`src/design/gwa_pkg.sv`:
```
`timescale 1ns / 1ps
// ----------------------------------------------------------------------------
// gwa_pkg
// Shared constants for the gradient-weighted five-tap blend.
// ----------------------------------------------------------------------------
`default_nettype none

package gwa_pkg;

   localparam int AVG_BITS_DEFAULT  = 10;
   localparam int GRAD_BITS_DEFAULT = 12;
   localparam int TAP_COUNT         = 5;

endpackage

`default_nettype wire

```
`src/design/gwa_req_if.sv`:
```
`timescale 1ns / 1ps
// ----------------------------------------------------------------------------
// gwa_req_if
// Request channel: five directional averages and five gradient weights.
// ----------------------------------------------------------------------------
`default_nettype none

interface gwa_req_if #(
   parameter int AVG_BITS  = gwa_pkg::AVG_BITS_DEFAULT,
   parameter int GRAD_BITS = gwa_pkg::GRAD_BITS_DEFAULT
);
   logic                 valid;
   logic                 ready;
   logic [AVG_BITS-1:0]  center_avg;
   logic [AVG_BITS-1:0]  up_avg;
   logic [AVG_BITS-1:0]  down_avg;
   logic [AVG_BITS-1:0]  left_avg;
   logic [AVG_BITS-1:0]  right_avg;
   logic [GRAD_BITS-1:0] center_grad;
   logic [GRAD_BITS-1:0] up_grad;
   logic [GRAD_BITS-1:0] down_grad;
   logic [GRAD_BITS-1:0] left_grad;
   logic [GRAD_BITS-1:0] right_grad;

   modport source (
      output valid, center_avg, up_avg, down_avg, left_avg, right_avg,
             center_grad, up_grad, down_grad, left_grad, right_grad,
      input  ready
   );

   modport sink (
      input  valid, center_avg, up_avg, down_avg, left_avg, right_avg,
             center_grad, up_grad, down_grad, left_grad, right_grad,
      output ready
   );
endinterface

`default_nettype wire

```
`src/design/gwa_rsp_if.sv`:
```
`timescale 1ns / 1ps
// ----------------------------------------------------------------------------
// gwa_rsp_if
// Response channel: one blended value.
// ----------------------------------------------------------------------------
`default_nettype none

interface gwa_rsp_if #(
   parameter int AVG_BITS = gwa_pkg::AVG_BITS_DEFAULT
);
   logic                valid;
   logic                ready;
   logic [AVG_BITS-1:0] blended;

   modport source (
      output valid, blended,
      input  ready
   );

   modport sink (
      input  valid, blended,
      output ready
   );
endinterface

`default_nettype wire

```
`src/design/gradient_weighted_average_unit.sv`:
```
`timescale 1ns / 1ps
// ----------------------------------------------------------------------------
// gradient_weighted_average_unit
// Blends five directional averages by their gradient weights:
// sum(avg*grad) / sum(grad), or the plain mean of the averages when all
// gradients are zero.
//
//   channel   dir   handshake      payload
//   req_ch    in    valid/ready    five *_avg, five *_grad
//   rsp_ch    out   valid/ready    blended
//
// One request enters per cycle while no finished response is waiting. The
// pipeline holds products, weighted sum, one divider stage per quotient bit
// and an output register. The divider pipeline sets the depth.
// Synchronous reset clears the valid bits only.
// A stalled response freezes the whole pipeline; nothing is dropped.
// ----------------------------------------------------------------------------
`default_nettype none

module gradient_weighted_average_unit #(
   parameter int AVG_BITS  = gwa_pkg::AVG_BITS_DEFAULT,
   parameter int GRAD_BITS = gwa_pkg::GRAD_BITS_DEFAULT
) (
   input wire logic   clock,
   input wire logic   reset,
   gwa_req_if.sink    req_ch,
   gwa_rsp_if.source  rsp_ch
);

   import gwa_pkg::*;

   localparam int SUM_EXT       = $clog2(TAP_COUNT);
   localparam int PROD_BITS     = AVG_BITS + GRAD_BITS;
   localparam int ASUM_BITS     = AVG_BITS + SUM_EXT;
   localparam int DIVISOR_BITS  = GRAD_BITS + SUM_EXT;
   localparam int DIVIDEND_BITS = DIVISOR_BITS + AVG_BITS;

   logic                     en;
   logic [AVG_BITS-1:0]      avg  [TAP_COUNT];
   logic [GRAD_BITS-1:0]     grad [TAP_COUNT];

   logic [PROD_BITS-1:0]     prod_in      [TAP_COUNT];
   logic [PROD_BITS-1:0]     prod_ff      [TAP_COUNT];
   logic [ASUM_BITS-1:0]     avg_sum_in;
   logic [ASUM_BITS-1:0]     avg_sum_ff;
   logic [DIVISOR_BITS-1:0]  gtotal_in;
   logic [DIVISOR_BITS-1:0]  gtotal_ff;
   logic                     s1_valid_ff;

   logic [DIVIDEND_BITS-1:0] wsum;
   logic [DIVIDEND_BITS-1:0] dividend_in;
   logic [DIVIDEND_BITS-1:0] dividend_ff;
   logic [DIVISOR_BITS-1:0]  divisor_in;
   logic [DIVISOR_BITS-1:0]  divisor_ff;
   logic                     s2_valid_ff;

   logic                     div_valid;
   logic [AVG_BITS-1:0]      div_quot;
   logic [AVG_BITS-1:0]      blended_ff;
   logic                     rsp_valid_ff;

   // advance everything unless a finished response is waiting
   assign en           = ~rsp_valid_ff | rsp_ch.ready;
   assign req_ch.ready = en;

   assign avg[0]  = req_ch.center_avg;
   assign avg[1]  = req_ch.up_avg;
   assign avg[2]  = req_ch.down_avg;
   assign avg[3]  = req_ch.left_avg;
   assign avg[4]  = req_ch.right_avg;
   assign grad[0] = req_ch.center_grad;
   assign grad[1] = req_ch.up_grad;
   assign grad[2] = req_ch.down_grad;
   assign grad[3] = req_ch.left_grad;
   assign grad[4] = req_ch.right_grad;

   always_comb begin
      avg_sum_in = '0;
      gtotal_in  = '0;
      for (int k = 0; k < TAP_COUNT; k++) begin
         prod_in[k] = PROD_BITS'(avg[k]) * PROD_BITS'(grad[k]);
         avg_sum_in = avg_sum_in + ASUM_BITS'(avg[k]);
         gtotal_in  = gtotal_in + DIVISOR_BITS'(grad[k]);
      end
   end

   always_ff @(posedge clock) begin
      if (en) begin
         prod_ff    <= prod_in;
         avg_sum_ff <= avg_sum_in;
         gtotal_ff  <= gtotal_in;
      end
   end

   always_comb begin
      wsum = '0;
      for (int k = 0; k < TAP_COUNT; k++) begin
         wsum = wsum + DIVIDEND_BITS'(prod_ff[k]);
      end
      if (gtotal_ff == '0) begin
         dividend_in = DIVIDEND_BITS'(avg_sum_ff);
         divisor_in  = DIVISOR_BITS'(TAP_COUNT);
      end else begin
         dividend_in = wsum;
         divisor_in  = gtotal_ff;
      end
   end

   always_ff @(posedge clock) begin
      if (en) begin
         dividend_ff <= dividend_in;
         divisor_ff  <= divisor_in;
      end
   end

   gwa_div #(
      .DIVISOR_BITS (DIVISOR_BITS),
      .QUOT_BITS    (AVG_BITS)
   ) u_div (
      .clock     (clock),
      .reset     (reset),
      .en        (en),
      .in_valid  (s2_valid_ff),
      .dividend  (dividend_ff),
      .divisor   (divisor_ff),
      .out_valid (div_valid),
      .quotient  (div_quot)
   );

   always_ff @(posedge clock) begin
      if (en) begin
         blended_ff <= div_quot;
      end
   end

   always_ff @(posedge clock) begin
      if (reset) begin
         s1_valid_ff  <= 1'b0;
         s2_valid_ff  <= 1'b0;
         rsp_valid_ff <= 1'b0;
      end else if (en) begin
         s1_valid_ff  <= req_ch.valid;
         s2_valid_ff  <= s1_valid_ff;
         rsp_valid_ff <= div_valid;
      end
   end

   assign rsp_ch.valid   = rsp_valid_ff;
   assign rsp_ch.blended = blended_ff;

endmodule

`default_nettype wire

```
`src/design/gwa_div.sv`:
```
`timescale 1ns / 1ps
// ----------------------------------------------------------------------------
// gwa_div
// Pipelined restoring divider, one quotient bit per register stage, MSB
// first. The dividend must be below divisor << QUOT_BITS.
// ----------------------------------------------------------------------------
`default_nettype none

module gwa_div #(
   parameter int DIVISOR_BITS = 15,
   parameter int QUOT_BITS    = 10
) (
   input  wire logic                              clock,
   input  wire logic                              reset,
   input  wire logic                              en,
   input  wire logic                              in_valid,
   input  wire logic [DIVISOR_BITS+QUOT_BITS-1:0] dividend,
   input  wire logic [DIVISOR_BITS-1:0]           divisor,
   output      logic                              out_valid,
   output      logic [QUOT_BITS-1:0]              quotient
);

   localparam int REM_BITS = DIVISOR_BITS + QUOT_BITS;

   logic [REM_BITS-1:0]     rem_ff     [QUOT_BITS];
   logic [DIVISOR_BITS-1:0] divisor_ff [QUOT_BITS];
   logic [QUOT_BITS-1:0]    quot_ff    [QUOT_BITS];
   logic [QUOT_BITS-1:0]    valid_ff;

   for (genvar k = 0; k < QUOT_BITS; k++) begin : g_stage
      logic [REM_BITS-1:0]     rem_prev;
      logic [DIVISOR_BITS-1:0] divisor_prev;
      logic [QUOT_BITS-1:0]    quot_prev;
      logic                    valid_prev;
      logic [REM_BITS-1:0]     shifted;
      logic [REM_BITS:0]       diff;
      logic                    fits;
      logic [REM_BITS-1:0]     rem_in;
      logic [QUOT_BITS-1:0]    quot_in;

      if (k == 0) begin : g_first
         assign rem_prev     = dividend;
         assign divisor_prev = divisor;
         assign quot_prev    = '0;
         assign valid_prev   = in_valid;
      end else begin : g_next
         assign rem_prev     = rem_ff[k-1];
         assign divisor_prev = divisor_ff[k-1];
         assign quot_prev    = quot_ff[k-1];
         assign valid_prev   = valid_ff[k-1];
      end

      always_comb begin
         shifted = REM_BITS'(divisor_prev) << (QUOT_BITS - 1 - k);
         diff    = {1'b0, rem_prev} - {1'b0, shifted};
         fits    = ~diff[REM_BITS];
         rem_in  = fits ? diff[REM_BITS-1:0] : rem_prev;
         quot_in = {quot_prev[QUOT_BITS-2:0], fits};
      end

      always_ff @(posedge clock) begin
         if (en) begin
            rem_ff[k]     <= rem_in;
            divisor_ff[k] <= divisor_prev;
            quot_ff[k]    <= quot_in;
         end
      end

      always_ff @(posedge clock) begin
         if (reset) begin
            valid_ff[k] <= 1'b0;
         end else if (en) begin
            valid_ff[k] <= valid_prev;
         end
      end
   end

   assign out_valid = valid_ff[QUOT_BITS-1];
   assign quotient  = quot_ff[QUOT_BITS-1];

endmodule

`default_nettype wire

```
`src/flat_wrapper.sv`:
```
// flat-port wrapper written by rule: the top's interface ports become plain ports
module gradient_weighted_average_unit_flat import gwa_pkg::*;
#(
   parameter int AVG_BITS  = gwa_pkg::AVG_BITS_DEFAULT,
   parameter int GRAD_BITS = gwa_pkg::GRAD_BITS_DEFAULT
)
  (clock, reset, req_ch_valid, req_ch_center_avg, req_ch_up_avg, req_ch_down_avg, req_ch_left_avg, req_ch_right_avg, req_ch_center_grad, req_ch_up_grad, req_ch_down_grad, req_ch_left_grad, req_ch_right_grad, req_ch_ready, rsp_ch_valid, rsp_ch_blended, rsp_ch_ready);
  gwa_req_if #(.AVG_BITS(AVG_BITS), .GRAD_BITS(GRAD_BITS)) req_ch_i ();
  gwa_rsp_if #(.AVG_BITS(AVG_BITS)) rsp_ch_i ();
  input wire logic clock;
  input wire logic reset;
  input wire logic [$bits(req_ch_i.valid)-1:0] req_ch_valid;
  input wire logic [$bits(req_ch_i.center_avg)-1:0] req_ch_center_avg;
  input wire logic [$bits(req_ch_i.up_avg)-1:0] req_ch_up_avg;
  input wire logic [$bits(req_ch_i.down_avg)-1:0] req_ch_down_avg;
  input wire logic [$bits(req_ch_i.left_avg)-1:0] req_ch_left_avg;
  input wire logic [$bits(req_ch_i.right_avg)-1:0] req_ch_right_avg;
  input wire logic [$bits(req_ch_i.center_grad)-1:0] req_ch_center_grad;
  input wire logic [$bits(req_ch_i.up_grad)-1:0] req_ch_up_grad;
  input wire logic [$bits(req_ch_i.down_grad)-1:0] req_ch_down_grad;
  input wire logic [$bits(req_ch_i.left_grad)-1:0] req_ch_left_grad;
  input wire logic [$bits(req_ch_i.right_grad)-1:0] req_ch_right_grad;
  output wire logic [$bits(req_ch_i.ready)-1:0] req_ch_ready;
  output wire logic [$bits(rsp_ch_i.valid)-1:0] rsp_ch_valid;
  output wire logic [$bits(rsp_ch_i.blended)-1:0] rsp_ch_blended;
  input wire logic [$bits(rsp_ch_i.ready)-1:0] rsp_ch_ready;
  assign req_ch_i.valid = req_ch_valid;
  assign req_ch_i.center_avg = req_ch_center_avg;
  assign req_ch_i.up_avg = req_ch_up_avg;
  assign req_ch_i.down_avg = req_ch_down_avg;
  assign req_ch_i.left_avg = req_ch_left_avg;
  assign req_ch_i.right_avg = req_ch_right_avg;
  assign req_ch_i.center_grad = req_ch_center_grad;
  assign req_ch_i.up_grad = req_ch_up_grad;
  assign req_ch_i.down_grad = req_ch_down_grad;
  assign req_ch_i.left_grad = req_ch_left_grad;
  assign req_ch_i.right_grad = req_ch_right_grad;
  assign req_ch_ready = req_ch_i.ready;
  assign rsp_ch_valid = rsp_ch_i.valid;
  assign rsp_ch_blended = rsp_ch_i.blended;
  assign rsp_ch_i.ready = rsp_ch_ready;
  gradient_weighted_average_unit #(.AVG_BITS(AVG_BITS), .GRAD_BITS(GRAD_BITS)) u_core (.clock(clock), .reset(reset), .req_ch(req_ch_i), .rsp_ch(rsp_ch_i));
endmodule
```
`config.mk`:
```
export PLATFORM = sky130hd
export DESIGN_NAME = gradient_weighted_average_unit_flat
export DESIGN_NICKNAME = d
export VERILOG_FILES = /design/src/design/gwa_pkg.sv /design/src/design/gwa_req_if.sv /design/src/design/gwa_rsp_if.sv /design/src/design/gradient_weighted_average_unit.sv /design/src/design/gwa_div.sv /design/src/flat_wrapper.sv
export SDC_FILE = /design/constraint.sdc
export NUM_CORES = 2
export LEC_CHECK = 0
export ABC_AREA = 1
export BUFFER_PORTS_ARGS = -buffer_cell sky130_fd_sc_hd__buf_2
export CAP_MARGIN = 20
export CORE_MARGIN = 10
export CORE_UTILIZATION = 30
export DETAILED_ROUTE_END_ITERATION = 8
export PLACE_DENSITY = 0.53
export SLEW_MARGIN = 0
export SYNTH_ARGS = -nofsm -noshare
export SYNTH_HDL_FRONTEND = slang
export SYNTH_SLANG_ARGS = --single-unit
```
`constraint.sdc`:
```
create_clock -name clock -period 22.2 [get_ports clock]
set_clock_uncertainty 0.1 [all_clocks]
set_input_delay 1.11 -clock clock [delete_from_list [all_inputs] [get_ports clock]]
set_output_delay 1.11 -clock clock [all_outputs]
set_load 0.01 [all_outputs]
```
# Word level (Yosys, flattened, before mapping)
# Memory sizes are Yosys's and may differ from the RTL's. A register that Yosys moved wholly into a read port is not among the register bits.
# Index checks and enable logic that the tools add are counted.
# totals
ramBits,500
register_bits,191
word_cells,79
n_memories,3
# classes
n_mux,13
n_reduce_logical,1
bitwise_logic,12
multipliers,5
n_addsub,22
# memory_table
memory,words,width,read_ports,rd_ports_with_merged_regs,write_ports,line_no,source
u_core.u_div.rem_ff,10,25,9,0,10,gwa_div.sv:25,logic [REM_BITS-1:0] rem_ff [QUOT_BITS];
u_core.u_div.divisor_ff,10,15,9,0,10,gwa_div.sv:26,logic [DIVISOR_BITS-1:0] divisor_ff [QUOT_BITS];
u_core.u_div.quot_ff,10,10,10,1,10,gwa_div.sv:27,logic [QUOT_BITS-1:0] quot_ff [QUOT_BITS];
# op_table
op,count
two-way mux 25 bit,10
multiplier 10 x 12 -> 22 bit,5
adder 25 x 22 -> 25 bit,3
adder 15 x 12 -> 15 bit,3
adder 13 x 10 -> 13 bit,3
subtractor 25 x 15 -> 26 bit,1
subtractor 25 x 16 -> 26 bit,1
subtractor 25 x 17 -> 26 bit,1
subtractor 25 x 18 -> 26 bit,1
subtractor 25 x 19 -> 26 bit,1
subtractor 25 x 20 -> 26 bit,1
subtractor 25 x 21 -> 26 bit,1
subtractor 25 x 22 -> 26 bit,1
subtractor 25 x 23 -> 26 bit,1
subtractor 25 x 24 -> 26 bit,1
adder 22 x 22 -> 23 bit,1
logical NOT 15 bit,1
adder 12 x 12 -> 13 bit,1
two-way mux 13 bit,1
adder 10 x 10 -> 11 bit,1
NOT 1 bit,11
two-way mux 1 bit,2
OR 1 bit,1

# Longest topological paths before layout
# logic_depth
depth_word,5
depth_mapped,28
depth_no_buf,28

# Modules after synthesis
# From an unflattened synthesis, not the netlist that was laid out.
# hier_totals
hier_cells,6933
hier_area_um2,57984.4
# by_module_without_submodules
mod,cells_per_inst,instances,area_each_um2
gradient_weighted_average_unit,3919,1,32502.4
gwa_div,3014,1,25481.9

# Least setup slack after synthesis
# OpenSTA, ideal clock, no wires.
# synth_path
kind,in2reg
from,input rsp_ch_ready
to,register u_core.avg_sum_ff[0] (enable)
t_required_ns,20.891
path_slack_ns,3.110
path_buffers,1
path_stages,3
arrival_time_ns,17.781
setup_ns,1.209
path_cell_list,nor2_1 -> inv_1 -> clkbuf_1
# synth_between
elab_chain_cells,1
# synth_lines
element,line_no,source
from (decl),flat_wrapper.sv:26,input wire logic [$bits(rsp_ch_i.ready)-1:0] rsp_ch_ready;
OR 1 bit,gradient_weighted_average_unit.sv:63,assign en = ~rsp_valid_ff | rsp_ch.ready;
named net req_ch_ready,flat_wrapper.sv:23,output wire logic [$bits(req_ch_i.ready)-1:0] req_ch_ready;
to (signal assigned),gradient_weighted_average_unit.sv:90,avg_sum_ff <= avg_sum_in;
to (decl),gradient_weighted_average_unit.sv:45,logic [ASUM_BITS-1:0] avg_sum_ff;
# The timed path passes the listed nets, and every way through them passes these cells.
# A chain may end at the register's enable or synchronous reset.

==> reports/qor.txt <==
Status = finished clean
WP buf/inv = 6
Post-DRT Antenna Nets = 0
Initial Util = 0.302
RR Startpoint = u_core.prod_ff[66]$_DFFE_PP_
Setup-failing EPs final = 0
Critical path arrival = 5.57 ns
Crit start category = primary input
Remaining DRCs = 0
Reg clk slew, reported paths = 0.06 ns
Worst path max stage delay = 0.53 ns
Final HPWL DP = 135000 µm
Max Slew Vio Count = 0
Row Count = 163
First-pass GRT wire length = 261000 µm
Clock sinks = 616
Placer Congestion = 0.897
Hold Vio Cnt, Final = 0
Via Count = 45800
Post-CTS Setup Bufs = 0
Num CTS Buffers = 76
Total routed wirelength = 165000 µm
Layout cell share with drive strength beyond 1 = 0.0414
Worst Hold Class = register to register
Post-synthesis sequential area ratio = 0.309
Reg2Reg Setup Slack = 17.40 ns
Synthesized Nets = 8505
FF-to-FF path depth = 22
Post-synthesis async set-or-reset flop share = 0
Worst slew margin = 0.353
Clk Latency, worst-skew pair = 0.67 ns
Die height = 465 µm
Cell depth of the worst setup path = 18
Max clock buf depth = 3
DRT Pass-1 Iters = 8
Worst-path cell chain = buf_2 > nand2_1 > fa_1 > inv_1 > fa_1 > inv_1 > fa_1 > inv_1 > fa_1 > inv_1 > fa_1 > inv_1 > ha_1 > a21oi_1 > o21ai_0 > a21oi_1 > nand2_1 > xor2_1
Synth unique cells = 56
Core area = 0.197 mm²
# hold bufs at CTS = 0
Syn-to-layout area delta = 9.67%
Vias/cell = 4.52
Global route total overflow = 0
DIE AREA = 0.216 mm²
Largest net degree at the start of global routing = 167
Die X = 465 µm
Mapped Area = 0.0595 mm²
CP Capture Type = register
Synthesized area per cell = 8.07 µm²
Vias in the first global route = 46700
Post-Route Setup TNS = 0 ns
Initial antenna violation count = 6
1st-iter DRT viols = 3143
Fin crit period = 5.27 ns
Worst setup path start = req_ch_center_avg[1]
Commonest non-fill, non-tap cells in the layout = nand2_1, inv_1, edfxtp_1, ha_1, fa_1
Max Clk Rate = 190 MHz
Max Cap Viol = 0
Worst R2R End = u_core.dividend_ff[20]$_SDFFCE_PP0P_
Least-Margin Pin Slew = 0.971 ns
Boundary Pins = 126
CTS resizes = 0
Clk root buf = clkbuf_16
Number of flops mapped to enable cells by yosys = 603
Most common cell after layout, fill and taps aside = nand2_1
Slowest CP cell = fa_1
Syn Inst Count = 7373
Total global-route track usage = 0.151
Worst Hold Margin = 0.312 ns
Htree depth = 3
CP top delay family = adder cells
Yosys reg bits = 616
Setup crit end = u_core.prod_ff[103]$_DFFE_PP_
Fillers = 20900
CP max FO = 14
Synth warn = 0
PortBufs = 125
Req. time, crit path = 22.51 ns
Synth Flop Type = edfxtp_1
WL/cell = 16.3 µm
Total Nets Final = 8565
CTS tree = done
RSZ-0062 raised after global routing = no
Setup CP Type = primary input to register
Fin crit share = 0.237
-- state kept, by name, summed over array words and instances (netlist names) --
| signal | flops |
|---|---|
| u_core.s2_valid_ff | 1 |
| u_core.gtotal_ff | 15 |
| u_core.rsp_ch.valid | 1 |
| u_core.divisor_ff | 15 |
| u_core.u_div.out_valid | 1 |
| u_core.dividend_ff | 25 |
| u_core.rsp_ch.blended | 10 |
| u_core.u_div.rem_ff | 225 |
| u_core.avg_sum_ff | 13 |
| u_core.u_div.g_stage.valid_prev | 9 |
| u_core.prod_ff | 110 |
| u_core.u_div.divisor_ff | 135 |
| u_core.u_div.quot_ff | 55 |
| u_core.s1_valid_ff | 1 |
-- worst min path at each step --
stage | from | end | slack [ns] | depth (start not counted)
3_3_place_gp | u_core.u_div.quot_ff[5][3]$_DFFE_PP_ | u_core.u_div.quot_ff[6][4]$_DFFE_PP_ | 0.30 | 0
4_1_cts | u_core.u_div.quot_ff[5][0]$_DFFE_PP_ | u_core.u_div.quot_ff[6][1]$_DFFE_PP_ | 0.31 | 0
6_report | u_core.u_div.quot_ff[3][0]$_DFFE_PP_ | u_core.u_div.quot_ff[4][1]$_DFFE_PP_ | 0.31 | 0
3_5_place_dp | u_core.u_div.quot_ff[0][0]$_DFFE_PP_ | u_core.u_div.quot_ff[1][1]$_DFFE_PP_ | 0.30 | 0
2_1_floorplan | u_core.u_div.quot_ff[9][0]$_DFFE_PP_ | u_core.rsp_ch.blended[0]$_DFFE_PP_ | 0.30 | 0
5_1_grt | u_core.u_div.quot_ff[9][3]$_DFFE_PP_ | u_core.rsp_ch.blended[3]$_DFFE_PP_ | 0.32 | 0
-- metrics by stage --
step / instances / setup slack, ns / area (µm²) / util
6_report: 10100 / 16.93 / 65200 / 0.331
3_3_place_gp: 9994 / 16.25 / 62800 / 0.319
4_1_cts: 10100 / 17.00 / 65200 / 0.331
5_1_grt: 10100 / 16.70 / 65200 / 0.331
3_5_place_dp: 9994 / 16.26 / 62800 / 0.319
2_1_floorplan: 7373 / 3.11 / 59500 / -
-- worst register-to-register path, delay by kind of cell (launching register included) --
| family | cells | cell delay (ns) |
|---|---|---|
| flip-flops | 1 | 0.33 |
| XOR/XNOR | 1 | 0.50 |
| adder cells (fa/ha/maj) | 5 | 1.92 |
| buffers and inverters | 2 | 0.15 |
| AND/OR/NAND/NOR | 14 | 1.54 |
-- cells by family after synthesis --
kind of cell | share of synthesized area
AOI/OAI and AO/OA | 0.0534
xor gates and xnor gates | 0.0306
adders and majority gates | 0.276
buffers and inverters | 0.117
DFF | 0.309
and+or+nand+nor | 0.214
-- Yosys cell counts (5+ instances only) --
cell	n	share of area
clkbuf_1	126	0.0080
nand2_4	5	0.00095
nand3b_1	42	0.0053
a21o_1	21	0.0027
nor2_1	418	0.026
o21ai_0	146	0.012
nor4_1	11	0.0012
o21ai_1	34	0.0029
inv_2	11	0.00069
nand4_1	63	0.0066
buf_6	6	0.0011
a21oi_1	333	0.028
inv_1	1661	0.10
edfxtp_1	603	0.30
and2_1	14	0.0015
a21boi_0	13	0.0016
nor3_1	61	0.0051
nand2_1	2143	0.14
ha_1	528	0.11
xnor2_1	90	0.013
buf_2	12	0.0010
nand3_1	317	0.027
a21oi_2	11	0.0016
o21bai_1	19	0.0024
nand2_2	12	0.0013
xor2_1	118	0.017
fa_1	490	0.16
dfxtp_1	13	0.0044
nand3_2	5	0.00084
or2_2	7	0.00074
-- routing by layer --
layer  up-vias  track usage  share of wire
li1      22900            -              -
met1     21700        0.200           0.46
met2       981        0.261           0.48
met3       167       0.0209          0.044
met4         2       0.0314          0.019
met5         -            0       0.000067
-- area by class of cell --
| type | instances | area (µm²) | share of cell area |
|---|---|---|---|
| Multi-Input combinational cell | 4929 | 34100 | 0.523 |
| Sequential cell | 616 | 18400 | 0.282 |
| Inverter | 1674 | 6290 | 0.0965 |
| Tap cell | 2640 | 3300 | 0.0506 |
| Clock buffer | 93 | 2030 | 0.0311 |
| Timing Repair Buffer | 136 | 721 | 0.0110 |
| Clock inverter | 46 | 364 | 0.00558 |
| Antenna cell | 4 | 10.0 | 0.000153 |
Power is not shown: default switching activity piles up to over one toggle a cycle in this logic, so the estimate is an artifact.
